File: src/rtl/fcsg_pkg.sv
// package for the filled circle span generator: widths, constants, sequencer types
`timescale 1ns / 1ps

package fcsg_pkg;

	localparam int COORD_W   = 10;
	localparam int RAD_W     = 6;
	localparam int COLOR_W   = 16;
	localparam int SQ_W      = 12;
	localparam int SUM_W     = 13;
	localparam int IN_DATA_W  = 48;
	localparam int OUT_DATA_W = 56;

	// r*707/1000 as a reciprocal multiply, exact for every 6-bit radius
	localparam int RECIP_W     = 24;
	localparam int LIMIT_SHIFT = 24;
	localparam logic [RECIP_W-1:0] LIMIT_RECIP = 24'd11862046;
	localparam int PROD_W = RAD_W + RECIP_W;

	typedef enum logic [2:0] {
		ST_IDLE,
		ST_LIM,
		ST_SQ,
		ST_CENTER,
		ST_STEP,
		ST_ROW
	} fcsg_state_t;

	typedef enum logic [1:0] {
		SPAN_CENTER,
		SPAN_PAIR,
		SPAN_ROW
	} fcsg_span_kind_t;

	typedef struct packed {
		logic            emit;
		fcsg_span_kind_t kind;
		logic            last;
		logic            step_x;
		logic            step_i;
	} fcsg_ctrl_t;

endpackage

File: src/rtl/filled_circle_span_generator.sv
// filled circle span generator: sequencer with one shared multiplier and one shared adder
// the first span (centre row) follows the ST_LIM and ST_SQ setup states, registered out of ST_CENTER
// the row loop runs i from 1 to limit, limit = r*707/1000+1, at most one adder step per cycle
// while the output is not stalled
// the block accepts a new circle only when its sequencer is idle
// reset: arst_n clears the sequencer and the output valid, payload registers are not reset
`timescale 1ns / 1ps

module filled_circle_span_generator (
	input  logic                            clk,
	input  logic                            arst_n,
	input  logic                            s_axis_tvalid,
	output logic                            s_axis_tready,
	// center_x, center_y, radius, fill_color, zero pad
	input  logic [fcsg_pkg::IN_DATA_W-1:0]  s_axis_tdata,
	output logic                            m_axis_tvalid,
	input  logic                            m_axis_tready,
	// span_left, span_right, row_below, row_above, span_color
	output logic [fcsg_pkg::OUT_DATA_W-1:0] m_axis_tdata,
	// is_pair
	output logic                            m_axis_tuser,
	output logic                            m_axis_tlast
);
	import fcsg_pkg::*;

	fcsg_state_t state_q, state_d;
	fcsg_ctrl_t  ctrl;

	logic [COORD_W-1:0] cx_q, cy_q;
	logic [RAD_W-1:0]   r_q, x_q, i_q, limit_q;
	logic [COLOR_W-1:0] color_q;
	logic [SQ_W-1:0]    sqmax_q;
	logic [SUM_W-1:0]   s_q;

	logic [COORD_W-1:0] left_q, right_q, below_q, above_q;
	logic [COLOR_W-1:0] ocolor_q;
	logic               pair_q, last_q, ovalid_q;

	logic               out_free;
	logic               over;
	logic               do_pair;
	logic [RECIP_W-1:0] mul_b;
	logic [PROD_W-1:0]  prod;
	logic [SUM_W-1:0]   add_op, sum;
	logic [COORD_W-1:0] x_w, i_w, r_w, im1_w;
	logic [COORD_W-1:0] nl, nr, nb, na;

	assign out_free = !ovalid_q || m_axis_tready;
	assign over     = s_q > {1'b0, sqmax_q};
	assign do_pair  = over && (x_q > limit_q);

	// shared multiplier: reciprocal for the loop limit, then the radius square
	assign mul_b = (state_q == ST_LIM) ? LIMIT_RECIP : {{(RECIP_W-RAD_W){1'b0}}, r_q};
	assign prod  = {{RECIP_W{1'b0}}, r_q} * {{RAD_W{1'b0}}, mul_b};

	// shared adder: s - 2x + 1 when x steps down, s + 2i + 1 when i steps up
	assign add_op = ctrl.step_x ? (SUM_W'(0) - {{(SUM_W-RAD_W-1){1'b0}}, x_q, 1'b0})
		: {{(SUM_W-RAD_W-1){1'b0}}, i_q, 1'b0};
	assign sum = s_q + add_op + SUM_W'(1);

	// next state
	always_comb begin
		state_d = state_q;
		case (state_q)
			ST_IDLE: begin
				if (s_axis_tvalid) state_d = ST_LIM;
			end
			ST_LIM: state_d = ST_SQ;
			ST_SQ: state_d = ST_CENTER;
			ST_CENTER: begin
				if (out_free) state_d = (r_q == '0) ? ST_IDLE : ST_STEP;
			end
			ST_STEP: begin
				if (!do_pair || out_free) state_d = ST_ROW;
			end
			ST_ROW: begin
				if (out_free) state_d = (i_q == limit_q) ? ST_IDLE : ST_STEP;
			end
			default: state_d = ST_IDLE;
		endcase
	end

	// sequencer outputs
	always_comb begin
		ctrl = '{emit: 1'b0, kind: SPAN_CENTER, last: 1'b0, step_x: 1'b0, step_i: 1'b0};
		case (state_q)
			ST_CENTER: begin
				ctrl.emit = out_free;
				ctrl.kind = SPAN_CENTER;
				ctrl.last = (r_q == '0);
			end
			ST_STEP: begin
				if (!do_pair || out_free) begin
					ctrl.emit   = do_pair;
					ctrl.kind   = SPAN_PAIR;
					ctrl.step_x = over && (x_q != '0);
				end
			end
			ST_ROW: begin
				ctrl.emit   = out_free;
				ctrl.kind   = SPAN_ROW;
				ctrl.last   = (i_q == limit_q);
				ctrl.step_i = out_free;
			end
			default: ;
		endcase
	end

	assign s_axis_tready = (state_q == ST_IDLE);

	// span coordinates
	assign x_w   = {{(COORD_W-RAD_W){1'b0}}, x_q};
	assign i_w   = {{(COORD_W-RAD_W){1'b0}}, i_q};
	assign r_w   = {{(COORD_W-RAD_W){1'b0}}, r_q};
	assign im1_w = i_w - COORD_W'(1);

	always_comb begin
		case (ctrl.kind)
			SPAN_PAIR: begin
				nl = cx_q - im1_w;
				nr = cx_q + im1_w;
				nb = cy_q + x_w;
				na = cy_q - x_w;
			end
			SPAN_ROW: begin
				nl = cx_q - x_w;
				nr = cx_q + x_w;
				nb = cy_q + i_w;
				na = cy_q - i_w;
			end
			default: begin
				nl = cx_q - r_w;
				nr = cx_q + r_w;
				nb = cy_q;
				na = cy_q;
			end
		endcase
	end

	always_ff @(posedge clk or negedge arst_n) begin
		if (!arst_n) begin
			state_q  <= ST_IDLE;
			ovalid_q <= 1'b0;
		end else begin
			state_q <= state_d;
			if (ctrl.emit) ovalid_q <= 1'b1;
			else if (m_axis_tready) ovalid_q <= 1'b0;
		end
	end

	always_ff @(posedge clk) begin
		if (s_axis_tvalid && s_axis_tready) begin
			cx_q    <= s_axis_tdata[9:0];
			cy_q    <= s_axis_tdata[19:10];
			r_q     <= s_axis_tdata[25:20];
			color_q <= s_axis_tdata[41:26];
		end
		if (state_q == ST_LIM) begin
			limit_q <= prod[LIMIT_SHIFT +: RAD_W] + RAD_W'(1);
		end
		if (state_q == ST_SQ) begin
			sqmax_q <= prod[SQ_W-1:0] + {{(SQ_W-RAD_W+1){1'b0}}, r_q[RAD_W-1:1]};
			s_q     <= prod[SUM_W-1:0] + SUM_W'(1);
			x_q     <= r_q;
			i_q     <= RAD_W'(1);
		end
		if (ctrl.step_x) begin
			x_q <= x_q - RAD_W'(1);
			s_q <= sum;
		end
		if (ctrl.step_i) begin
			i_q <= i_q + RAD_W'(1);
			s_q <= sum;
		end
		if (ctrl.emit) begin
			left_q   <= nl;
			right_q  <= nr;
			below_q  <= nb;
			above_q  <= na;
			ocolor_q <= color_q;
			pair_q   <= (ctrl.kind != SPAN_CENTER);
			last_q   <= ctrl.last;
		end
	end

	assign m_axis_tvalid = ovalid_q;
	assign m_axis_tdata  = {ocolor_q, above_q, below_q, right_q, left_q};
	assign m_axis_tuser  = pair_q;
	assign m_axis_tlast  = last_q;

	a_start: assert property (@(posedge clk) disable iff (!arst_n)
		s_axis_tvalid && s_axis_tready |=> state_q == ST_LIM)
		else $error("accepted circle did not start the setup");

	a_i_range: assert property (@(posedge clk) disable iff (!arst_n)
		(state_q == ST_STEP || state_q == ST_ROW) |-> (i_q != '0 && i_q <= limit_q))
		else $error("row offset outside 1..limit");

	a_x_range: assert property (@(posedge clk) disable iff (!arst_n)
		(state_q == ST_STEP || state_q == ST_ROW) |-> x_q <= r_q)
		else $error("x above radius");

	a_sum: assert property (@(posedge clk) disable iff (!arst_n)
		(state_q == ST_STEP || state_q == ST_ROW)
		|-> s_q == SUM_W'(i_q) * SUM_W'(i_q) + SUM_W'(x_q) * SUM_W'(x_q))
		else $error("running sum lost track of i*i+x*x");

endmodule

File: config.mk
export PLATFORM = sky130hd
export DESIGN_NAME = filled_circle_span_generator
export DESIGN_NICKNAME = d
export VERILOG_FILES = /design/src/rtl/fcsg_pkg.sv /design/src/rtl/filled_circle_span_generator.sv
export SDC_FILE = /design/constraint.sdc
export NUM_CORES = 1
export LEC_CHECK = 0
export BUFFER_PORTS_ARGS = -buffer_cell sky130_fd_sc_hd__buf_2
export CAP_MARGIN = 10
export CORE_ASPECT_RATIO = 0.75
export CORE_UTILIZATION = 60
export CTS_CLUSTER_SIZE = 10
export DETAILED_ROUTE_END_ITERATION = 12
export GPL_ROUTABILITY_DRIVEN = 1
export PLACE_DENSITY = 0.81
export SKIP_CTS_REPAIR_TIMING = 1
export SYNTH_ARGS = -nofsm -noshare
export SYNTH_HDL_FRONTEND = slang
export SYNTH_SLANG_ARGS = --single-unit
File: constraint.sdc
create_clock -name clk -period 14.2 [get_ports clk]
set_input_delay 2.13 -clock clk [delete_from_list [all_inputs] [get_ports clk]]
set_output_delay 2.13 -clock clk [all_outputs]
set_load 0.1 [all_outputs]
# --- After elaboration in Yosys (flattened, before gate mapping) ---
# Cells that the tools add are included.
op_classes:
  muxes: 28
  addsub: 19
  reduce_logical: 16
  order_cmp: 2
  n_eq_ne: 12
  mul: 1
ops:
  columns: ["operator", "n"]
  rows:
  - ["case mux 10 bit (2 select lines)", 4]
  - ["two-way mux 13 bit", 4]
  - ["adder 10 x 6 -> 10 bit", 4]
  - ["subtractor 10 x 6 -> 10 bit", 4]
  - ["multiplier 6 x 24 -> 30 bit", 1]
  - ["adder 13 x 1 -> 13 bit, second input constant", 2]
  - ["two-way mux 24 bit", 1]
  - ["two-way mux 6 bit", 4]
  - ["two-way mux 3 bit", 7]
  - ["case mux 3 bit (6 select lines)", 1]
  - ["adder 13 bit", 1]
  - ["greater-than comparator 13 x 12 -> 1 bit", 1]
  - ["adder 12 x 5 -> 12 bit", 1]
  - ["adder 6 x 1 -> 6 bit, second input constant", 2]
  - ["adder 10 bit", 1]
  - ["subtractor 10 bit", 1]
  - ["case mux 3 bit (3 select lines)", 1]
  - ["!= test 2 bit, second input constant", 4]
  - ["nonzero test 2 bit", 4]
  - ["subtractor 1 x 7 -> 8 bit, first input constant", 1]
  - ["subtractor 6 x 1 -> 7 bit, second input constant", 1]
  - ["== test 3 x 2 -> 1 bit, second input constant", 2]
  - ["== test 3 bit, second input constant", 2]
  - ["== test 6 bit", 1]
  - ["15 further kinds", 23]
totals:
  output_inout_bits: 60
  inputBits: 52
  regBits: 147
  word_cells: 96

# --- Logic depth before layout (Yosys ltp) ---
# Gate-level depths: netlist of run 1.
logic_depth:
  depth_word: 11
  ltp_mapped: 23

# --- Worst setup path after synthesis of run 1 ---
# Ideal clock, no wire load.
synth_timing:
  path_kind: "input to register"
  start: "input m_axis_tready"
  end: "register above_q[9] (data pin)"
  setup_slack_ps: 8765
  t_arrival_ps: 5177
  required_ps: 13942
  path_buffers: 1
  stages: 17
  path_cell_list: "inv_1 > nand2_1 > or3_1 > nand3_1 > ha_1 > clkbuf_1 > nand2_1 > o21ai_0 > inv_1 > ha_1 > o21bai_1 > a21oi_1 > o21bai_1 > a21oi_1 > nor2_1 > or3b_2 > xnor2_1"
synth_between:
  elab_chain_cells: 6
  word_cells_on_any_way: 7
  classes_between: "eq/ne: 2; mux: 3; reduce/logical: 2"
synth_rtl:
  columns: ["item", "line", "source"]
  rows:
  - ["start: declaration", "filled_circle_span_generator.sv:17", "input logic m_axis_tready,"]
  - ["logical OR 1 bit (*)", "filled_circle_span_generator.sv:48", "assign out_free = !ovalid_q || m_axis_tready;"]
  - ["logical OR 1 bit (*)", "filled_circle_span_generator.sv:93", "if (!do_pair || out_free) begin"]
  - ["two-way mux 3 bit (*)", "filled_circle_span_generator.sv:93", null]
  - ["case mux 3 bit (3 select lines) (*)", "filled_circle_span_generator.sv:86", "case (state_q)"]
  - ["== test 2 bit / == test 2 x 1 -> 1 bit (equally long branches)", "filled_circle_span_generator.sv:118", "case (ctrl.kind)"]
  - ["case mux 10 bit (2 select lines) (*)", "filled_circle_span_generator.sv:118", null]
  - ["named net na[9]", "filled_circle_span_generator.sv:46", "logic [COORD_W-1:0] nl, nr, nb, na;"]
  - ["end signal: assignment", "filled_circle_span_generator.sv:179", "above_q <= na;"]
  - ["end: declaration", "filled_circle_span_generator.sv:35", "logic [COORD_W-1:0] left_q, right_q, below_q, above_q;"]
# Mark *: on every way through the listed nets, which the timed path passes. The rest lies on a longest branch.
# A chain may end at the register's enable or synchronous reset.

# --- Final worst setup path of run 1 ---
layout_timing:
  start: "input m_axis_tready"
  end: "register right_q[8] (data pin)"
layout_between:
  elab_chain_cells: 6
  word_cells_on_any_way: 7
  classes_between: "eq/ne: 2; mux: 3; reduce/logical: 2"
layout_rtl:
  columns: ["item", "line", "source"]
  rows:
  - ["logical OR 1 bit (*)", "filled_circle_span_generator.sv:48", null]
  - ["logical OR 1 bit (*)", "filled_circle_span_generator.sv:93", null]
  - ["two-way mux 3 bit (*)", "filled_circle_span_generator.sv:93", null]
  - ["case mux 3 bit (3 select lines) (*)", "filled_circle_span_generator.sv:86", null]
  - ["== test 2 bit / == test 2 x 1 -> 1 bit (equally long branches)", "filled_circle_span_generator.sv:118", null]
  - ["case mux 10 bit (2 select lines) (*)", "filled_circle_span_generator.sv:118", null]
  - ["named net nr[8]", "filled_circle_span_generator.sv:46", null]
  - ["end signal: assignment", "filled_circle_span_generator.sv:177", "right_q <= nr;"]
  - ["end: declaration", "filled_circle_span_generator.sv:35", null]
# Marks and branches as above.

==> metrics.txt, run 1 <==
outcome=finished clean; CP required=about 14000 ps; DR WL/cell=between 15 and 20 µm; worst-skew pair later-pin latency=about 440 ps; drt initial violations=511; RSZ-0062 raised after global routing=false; FF+latch count, synth=145; first-pass GRT wire length=between 30000 and 40000 µm; Finished Layout Cells=around 1300; sequential area share after synthesis=between 40% and 50%; Max FO, Critical Path=25; Crit. End Element=flop; Buf/Inv on CP=4; CTS Buf Count=17; cells after synthesis=960; top_reg_cell synth=edfxtp_1; DR pass1 iterations=5; Vias=just over 7000; Slew @ Worst Pin=~1100 ps; Top delay family on crit path=simple AND/OR/NAND/NOR gates; GRT Total Usage=a little under a quarter; Die Span Y=~120 µm; multi-input logic area=approximately 5400 µm²; clock-pin slew on the worst setup and hold paths=60 ps; Setup Crit Path Kind=input pin to flop; RePlAce Congestion=about 0.87; initial antenna violation count=0; CTS tree=built; die area=17700 µm²; Yosys cell types=66; area delta synth->final=12.5%; Fin. Hold Viols=0; synth cell count leaders=edfxtp_1, ha_1, inv_1, nor2_1, xnor2_1; Synthesis Warnings=0; MaxCap Viol Count=0; port bufs=around 110; top-area cell type share of the netlist area=41.0%; Root Driver=clkbuf_16; Core Region=about 17000 µm²; startpoint class of the critical path=input pin; WP data arrival=6290 ps; count leader, synth=edfxtp_1; Max stage delay on crit path=690 ps; EDFF count, synth=approximately 140; Site Rows=between 40 and 50; vias per inst=about 5.6; H-tree depth=4; initial core utilization=slightly above 60%; Longest Clk Path Bufs=2; Post-Route Skew=11.0 ps; DP HPWL=around 15000 µm; placed insts=roughly 1300; Post-Syn Area=around 10000 µm²; final net count=approximately 1300; post-synth net total=between 1000 and 1500; Max stage delay cell, worst path=ha_1; Sink Count=between 100 and 150; final setup TNS=0 ps; ANT cells=0; largest cells by area after synthesis=edfxtp_1, ha_1, fa_1; Die W=153 µm; total grt overflow=0; worst-path cell chain=buf_2 > inv_1 > nand2_1 > or3_1 > nand3_1 > ha_1 > clkinv_1 > a221oi_1 > nor2_1 > ha_1 > inv_1 > fa_1 > nor2b_1 > o21ai_0 > a21oi_1 > o21a_1 > nor2_1 > o31ai_1 > xnor2_1; largest net degree at the start of global routing=43; FILL cells=between 1000 and 1500; Finish-stage setup viols=0; worst hold path class=flop to flop; cell taking the most area after synthesis=edfxtp_1; Avg Cell Area, Syn=~11 µm²; residual DRC count=0; max frequency=about 0.16 GHz; Max-slew headroom=~30%; Ports=around 110; Tmin final=between 6000 and 7000 ps; share of layout cells above drive strength 1=14.6%; vias in the first global route=roughly 6800; fin. max-slew vios=0; antenna viol nets, final=0; final worst path period share=between 40% and 50%; Register Area=4330 µm²; WL final=20500 µm; asr flop ratio synth=2.76%
-- routing by layer --
layer	wire length, µm	GRT usage, %
met2	9200	37.3
met3	1420	6.17
met5	0	0
met1	9550	33.0
met4	307	7.47
-- cells by family (layout without fill, tap and decap cells) --
family | Yosys count | after routing | synth area share, %
simple gates | 232 | 232 | 11.5
mux | 13 | 13 | 1.35
compound gates | 182 | 182 | 11.4
fa+ha+maj | 152 | 152 | 20.5
flops | 145 | 145 | 42.0
buf+inv | 145 | 256 | 5.48
xor+xnor | 91 | 91 | 7.72
-- per-stage QoR --
step	hold slack (ps)	instance area [µm²]	setup WS [ps]	util (%)
2_1_floorplan	400	10300	8760	-
3_3_place_gp	400	11000	7800	65.5
3_5_place_dp	405	11000	7720	65.5
4_1_cts	419	11600	8130	69.0
5_1_grt	424	11600	7630	69.0
6_report	418	11600	8080	69.0
-- cells in the final DEF, fill, tap and decap left out, drive strengths merged, types with 5 or more instances in the layout --
cell / synthesis / final
xnor2: 64 / 64
clkinv: 1 / 9
nor2b: 25 / 25
nand2b: 6 / 6
a22oi: 5 / 5
buf: 6 / 107
fa: 29 / 29
nand3: 17 / 17
a31oi: 5 / 5
a21o: 20 / 20
and2: 14 / 14
o21a: 15 / 15
inv: 118 / 120
nand2: 42 / 42
mux2: 7 / 7
o21ai: 42 / 42
a211oi: 5 / 5
xor2: 27 / 27
edfxtp: 141 / 141
nor2: 65 / 65
a21oi: 49 / 49
o21bai: 11 / 11
nor3: 22 / 22
clkbuf: 20 / 17
and3: 9 / 9
o31ai: 6 / 6
ha: 123 / 123
mux2i: 6 / 6
-- path summary, 6_finish.rpt --
kind,start,endpoint,slack [ps],depth (start not counted)
worst max-delay path,m_axis_tready,right_q[8],8080,19
worst min-delay path,color_q[8],ocolor_q[8],420,0
worst max register to register,state_q[2],s_q[10],8180,18
worst min register to register,color_q[8],ocolor_q[8],420,0
max in group asynchronous,arst_n,state_q[2],12580,1
min in group asynchronous,arst_n,m_axis_tvalid,1490,1
-- registers in the layout, summed over array words and instances (netlist names) --
register and cells:
above_q 9, limit_q 6, s_q 13, m_axis_tlast 1, right_q 9, cx_q 10, left_q 10, state_q 3
below_q 10, r_q 6, sqmax_q 12, color_q 16, x_q 6, i_q 6, m_axis_tuser 1, cy_q 10
m_axis_tvalid 1, ocolor_q 16
-- cell type report --
class                           instances  share of cell area (%)
Clock buffer                           17                    3.66
Clock inverter                         13                    1.40
Inverter                              119                    3.85
Multi-Input combinational cell        670                    46.8
Sequential cell                       145                    37.3
Tap cell                              215                    2.32
Timing Repair Buffer                  107                    4.66
Power of run 1 is left out: the tool's default activity adds up to more than one toggle a clock period on the data nets, which glitch-free logic cannot reach.
==> run 2, diff against run 1 <==
==> constraint.sdc (replaced) <==
create_clock -name clk -period 6 [get_ports clk]
set_input_delay 0.9 -clock clk [delete_from_list [all_inputs] [get_ports clk]]
set_output_delay 0.9 -clock clk [all_outputs]
set_load 0.1 [all_outputs]
==> run 2 against run 1 <==
Against the previous run:
- die area unchanged
- worst hold slack got worse by 140 ps
- clock skew increased by 1.2 ps
- cell area increased by 0.78%
- utilization rose by 0.54 points
- setup slack worse by 7400 ps
- first-iteration DRC count decreased by 11%
- global-route usage up 1.5 points
- cell count increased by 0.62%
- via count is 3.0% higher
==> metrics.txt, run 2 (synthesis gave the netlist of run 1 again) <==
outcome=finished clean; Root Driver=clkbuf_16; Finish-stage setup viols=0 (unchanged); startpoint class of the critical path=flop; final setup TNS=0 ps (unchanged); RePlAce Congestion=0.926 (+6.4%); port bufs=105 (unchanged); CP required=6170 ps (-8200 ps); Largest regs=color_q: 16 flops, ocolor_q: 16 flops, s_q: 13 flops; Die Span Y=116 µm (unchanged); worst-skew pair later-pin latency=430 ps (about the same); Tmin final=around 5400 ps; first-pass GRT wire length=35200 µm (+6.9%); fin. max-slew vios=0 (unchanged); Worst R2R End=left_q[8]; Area after DPL=11100 µm² (+0.41%); most frequent cells in the layout=edfxtp_1, ha_1, inv_1; ANT cells=0 (unchanged); Crit path depth=21 (+2); final worst path period share=slightly below 90%; worst-path cell chain=ha_1 > and4_1 > or3b_1 > or2_2 > o31ai_2 > or3_1 > nand3_1 > ha_1 > clkinv_1 > a221oi_1 > nor2_1 > ha_1 > inv_1 > fa_1 > nor2b_1 > o21a_1 > o21ai_0 > a21oi_1 > nor2_1 > o31ai_1 > xor2_1; WL final=21700 µm (+6.1%); RSZ-0062 raised after global routing=false; Ports=112 (unchanged); Max FO, Critical Path=11 (-56%); Placement Setup Slack=724 ps (-7000 ps); Slew @ Worst Pin=870 ps (-182 ps); final instance area=11700 µm² (+0.78%); final worst slack=634 ps (-7450 ps); WP data arrival=5540 ps (-750 ps); Core Region=16800 µm² (unchanged); final net count=1270 (+0.47%); Max stage delay cell, worst path=ha_1; r2r setup slk=630 ps (-7550 ps); total grt overflow=0 (unchanged); worst reg2reg path depth=21 (+3); share of layout cells above drive strength 1=15.0% (+0.45 points); Crit. End Element=flop; vias per inst=5.78 (+2.4%); worst hold path class=input pin to async pin; CTS Buf Count=17 (unchanged); residual DRC count=0 (unchanged); Max stage delay on crit path=570 ps (-120 ps); most common cell after layout, fill and taps aside=edfxtp_1; die area=17700 µm² (unchanged); vias in the first global route=7156 (+4.9%); Worst Setup SP=s_q[6]; worst setup path end=left_q[8]; drt initial violations=457 (-11%); Max-slew headroom=41.4% (+11 points); CTS tree=built; DR WL/cell=16.8 µm (+5.4%); clock-pin slew on the worst setup and hold paths=60 ps (about the same); Vias=7476 (+3.0%); H-tree depth=4 (unchanged); initial core utilization=61.3% (unchanged); Buf/Inv on CP=2 (-2); Top delay family on crit path=simple AND/OR/NAND/NOR gates; Sink Count=145 (unchanged); Post-Route Skew=12.2 ps (+1.22 ps); Die W=153 µm (unchanged); largest net degree at the start of global routing=38 (-12%); area delta synth->final=13.4%; fin util=69.5% (+0.54 points); initial antenna violation count=0 (unchanged); Fin. Hold Viols=0 (unchanged); MaxCap Viol Count=0 (unchanged); Site Rows=41 (unchanged); Longest Clk Path Bufs=2 (unchanged); GRT Total Usage=25.4% (+1.5 points); antenna viol nets, final=0 (unchanged); max frequency=0.186 GHz; Reg2Reg Launch Point=s_q[6]; cell repeated most along the worst path=ha_1; DP HPWL=16000 µm (+3.4%); Setup Crit Path Kind=flop to flop; DR pass1 iterations=5 (unchanged)
run 2: changes by cell type in the layout (fill, tap and decap cells not counted):
cell,before,now
bufinv_16,3,4
clkinv_2,4,0
clkinvlp_4,0,1
inv_6,2,3
inv_8,0,1
clkbuf_1,0,1
buf_4,2,8
clkinv_1,1,2
run 2: through the flow:
step / hold WS [ps] / cells
floorplan: 400 / 960
global placement: 400 / 1262
detailed placement: 405 / 1262
CTS: 269 / 1294
global route: 275 / 1294
finish: 277 / 1294
run 2: layout make-up:
class	instances	area [µm²]
clock buffers	18	429
clock inverters	14	204
fillers	1217	5130
inverters	119	447
multi-input cells	670	5430
flip-flops and latches	145	4330
well taps	215	269
repair buffers	113	586
run 2: metal layers:
layer	part of all wire [%]	track usage, %
met1	44	34.2
met2	46	41.6
met3	7.1	5.16
met4	2.2	8.80
met5	0	0
run 2: worst min path at each step:
stage                from            end  depth (start not counted)
2_1_floorplan  color_q[0]    ocolor_q[0]                          0
3_3_place_gp   color_q[5]    ocolor_q[5]                          0
3_5_place_dp   color_q[0]    ocolor_q[0]                          0
4_1_cts            arst_n     state_q[0]                          1
5_1_grt            arst_n     state_q[0]                          1
6_report           arst_n  m_axis_tvalid                          1
Power of run 2 is left out for the same reason.
==> run 3, diff against run 2 <==
--- a/config.mk
+++ b/config.mk
@@ -5,6 +5,7 @@
 export SDC_FILE = /design/constraint.sdc
 export NUM_CORES = 1
 export LEC_CHECK = 0
+export ABC_AREA = 1
 export BUFFER_PORTS_ARGS = -buffer_cell sky130_fd_sc_hd__buf_2
 export CAP_MARGIN = 10
 export CORE_ASPECT_RATIO = 0.75
@@ -14,6 +15,7 @@
 export GPL_ROUTABILITY_DRIVEN = 1
 export PLACE_DENSITY = 0.81
 export SKIP_CTS_REPAIR_TIMING = 1
+export SLEW_MARGIN = 20
 export SYNTH_ARGS = -nofsm -noshare
 export SYNTH_HDL_FRONTEND = slang
 export SYNTH_SLANG_ARGS = --single-unit
==> run 3 against run 2 <==
Against the previous run:
- synthesized cell count is 20% higher
- fmax grew 4.7%
- clock-buffer cell count decreased by 1
- routed wire length rose by 3.2%
- utilization increased by 0.30 points
- critical endpoint is now s_q[12]
- largest cell class unchanged
==> metrics.txt, run 3 <==
outcome=finished clean; Avg Cell Area, Syn=9.14 µm² (-15%); GRT Total Usage=25.7% (+0.24 points); most frequent cells in the layout=inv_1, nand2_1, edfxtp_1; Post-Syn Area=10500 µm² (+2.2%); FF+latch count, synth=145 (unchanged); final instance area=11900 µm² (+1.3%); Longest Clk Path Bufs=2 (unchanged); Root Driver=clkbuf_16; post-synth net total=1358 (+17%); CP required=6200 ps (+30 ps); WL final=22400 µm (+3.2%); share of layout cells above drive strength 1=14.0% (-0.97 points); Die W=155 µm (+1.1%); sequential area share after synthesis=41.1% (-0.90 points); Reg2Reg Launch Point=state_q[2]; final net count=1466 (+15%); startpoint class of the critical path=flop; Slew @ Worst Pin=921 ps (+50.3 ps); most used routing layer=met2; Crit. End Element=flop; EDFF count, synth=141 (unchanged); synth cell count leaders=inv_1, nand2_1, edfxtp_1, ha_1, nor2_1; Largest regs=color_q: 16 flops, ocolor_q: 16 flops, s_q: 13 flops; Core Region=17000 µm² (+0.91%); top_reg_cell synth=edfxtp_1; cells after synthesis=1154 (+20%); vias in the first global route=7555 (+5.6%); Post-Route Skew=10.7 ps (-1.50 ps); total grt overflow=0 (unchanged); clock-pin slew on the worst setup and hold paths=70 ps (about the same); Ports=112 (unchanged); grt met1 use=36.3% (+2.1 points); asr flop ratio synth=2.76% (unchanged); RSZ-0062 raised after global routing=false; DP HPWL=17300 µm (+8.0%); drt initial violations=673 (+47%); Site Rows=41 (unchanged); port bufs=105 (unchanged); Die Span Y=117 µm (+1.1%); final setup TNS=0 ps (unchanged); WP data arrival=5320 ps (-220 ps); CTS tree=built; area delta synth->final=12.4%; worst reg2reg path depth=22 (+4.8%); Fin. Hold Viols=0 (unchanged); count leader, synth=inv_1; met3 Track Usage GR=5.23% (+0.067 points); Vias=8128 (+8.7%); largest net degree at the start of global routing=57 (+50%); Synthesis Warnings=0 (unchanged); worst hold path class=input pin to async pin; Finish-stage setup viols=0 (unchanged); Max FO, Critical Path=14 (+3); cell taking the most area after synthesis=edfxtp_1; Worst R2R End=s_q[12]; RePlAce Congestion=0.920 (-0.56%); CTS Buf Count=17 (unchanged); H-tree depth=4 (unchanged); M2 GR Usage=40.2% (-1.3 points); DR pass1 iterations=7 (+2); ANT cells=0 (unchanged); worst-skew pair later-pin latency=440 ps (about the same); antenna viol nets, final=0 (unchanged); Max-slew headroom=38.2% (-3.2 points); largest cells by area after synthesis=edfxtp_1, ha_1, inv_1; max frequency=0.195 GHz (+4.7%); MaxCap Viol Count=0 (unchanged); Area after DPL=11300 µm² (+2.2%); initial core utilization=62.1% (+0.78 points); final worst path period share=85.4% (-4.0 points); r2r setup slk=880 ps (+240 ps); Setup Crit Path Kind=flop to flop; residual DRC count=0 (unchanged); DR WL/cell=14.8 µm (-12%); top-area cell type share of the netlist area=40.2% (-0.88 points); Yosys cell types=50 (-24%); most common cell after layout, fill and taps aside=inv_1; vias per inst=5.38 (-6.9%); first-pass GRT wire length=36000 µm (+2.3%); die area=18100 µm² (+2.2%); Sink Count=145 (unchanged); Tmin final=5120 ps (-241 ps); initial antenna violation count=0 (unchanged); fin. max-slew vios=0 (unchanged)
## run 3: critical path: stages (launching register included)
cell and delay (ps):
dfrtp_1 420, nor2_1 110, clkinv_1 160, nor2_4 440, inv_4 150, nand2_2 190
nor2_1 90, inv_1 100, fa_1 410, fa_1 520, fa_1 540, inv_1 40
ha_1 360, xnor2_1 350, inv_2 100, nor2_1 170, nand2_1 110, nor2_2 120
nand3_1 130, nor2_1 110, nand2_1 60, nand3_1 150, nand2_1 70
## run 3: worst max path at each step
stage          cells past startpoint  slack, ps       to       start
6_report                          22        880  s_q[12]  state_q[2]
5_1_grt                           24        490  s_q[12]  state_q[2]
4_1_cts                           22        910  s_q[12]  state_q[2]
3_5_place_dp                      22        920  s_q[12]  state_q[2]
3_3_place_gp                      24       1030  s_q[12]  state_q[2]
2_1_floorplan                     22       1580  s_q[12]  state_q[2]
## run 3: cell families after synthesis
kind of cell	after synthesis	share of synthesized area (%)
AOI/OAI and AO/OA	153	8.08
adders and majority gates	152	20.1
xor gates and xnor gates	62	5.15
buffers and inverters	235	8.67
and+or+nand+nor	407	16.9
DFF	145	41.1
## run 3: layout make-up
cell class | count | area, µm²
Fill cell | 1316 | 5120
Clock inverter | 15 | 125
Clock buffer | 17 | 425
Sequential cell | 145 | 4330
Timing Repair Buffer | 110 | 563
Inverter | 214 | 806
Multi-Input combinational cell | 774 | 5310
Tap cell | 236 | 295
## run 3: routing by layer
layer | vias up | routed length, µm | part of all wire [%]
met5 | - | 0 | 0
met4 | 0 | 265 | 1.2
met3 | 25 | 1660 | 7.4
met2 | 283 | 10100 | 45
met1 | 3794 | 10400 | 46
li1 | 4026 | - | -
## run 3: stage by stage
| stage | std cells | setup slack, ps | util, % | hold WS, ps |
|---|---|---|---|---|
| after global placement | 1479 | 1030 | 66.6 | 400 |
| after CTS | 1511 | 912 | 69.8 | 253 |
| after floorplan | 1154 | 1580 | - | 400 |
| final | 1511 | 876 | 69.8 | 262 |
| after global routing | 1511 | 489 | 69.8 | 268 |
| after detailed placement | 1479 | 919 | 66.6 | 405 |
Power of run 3 is left out for the same reason.
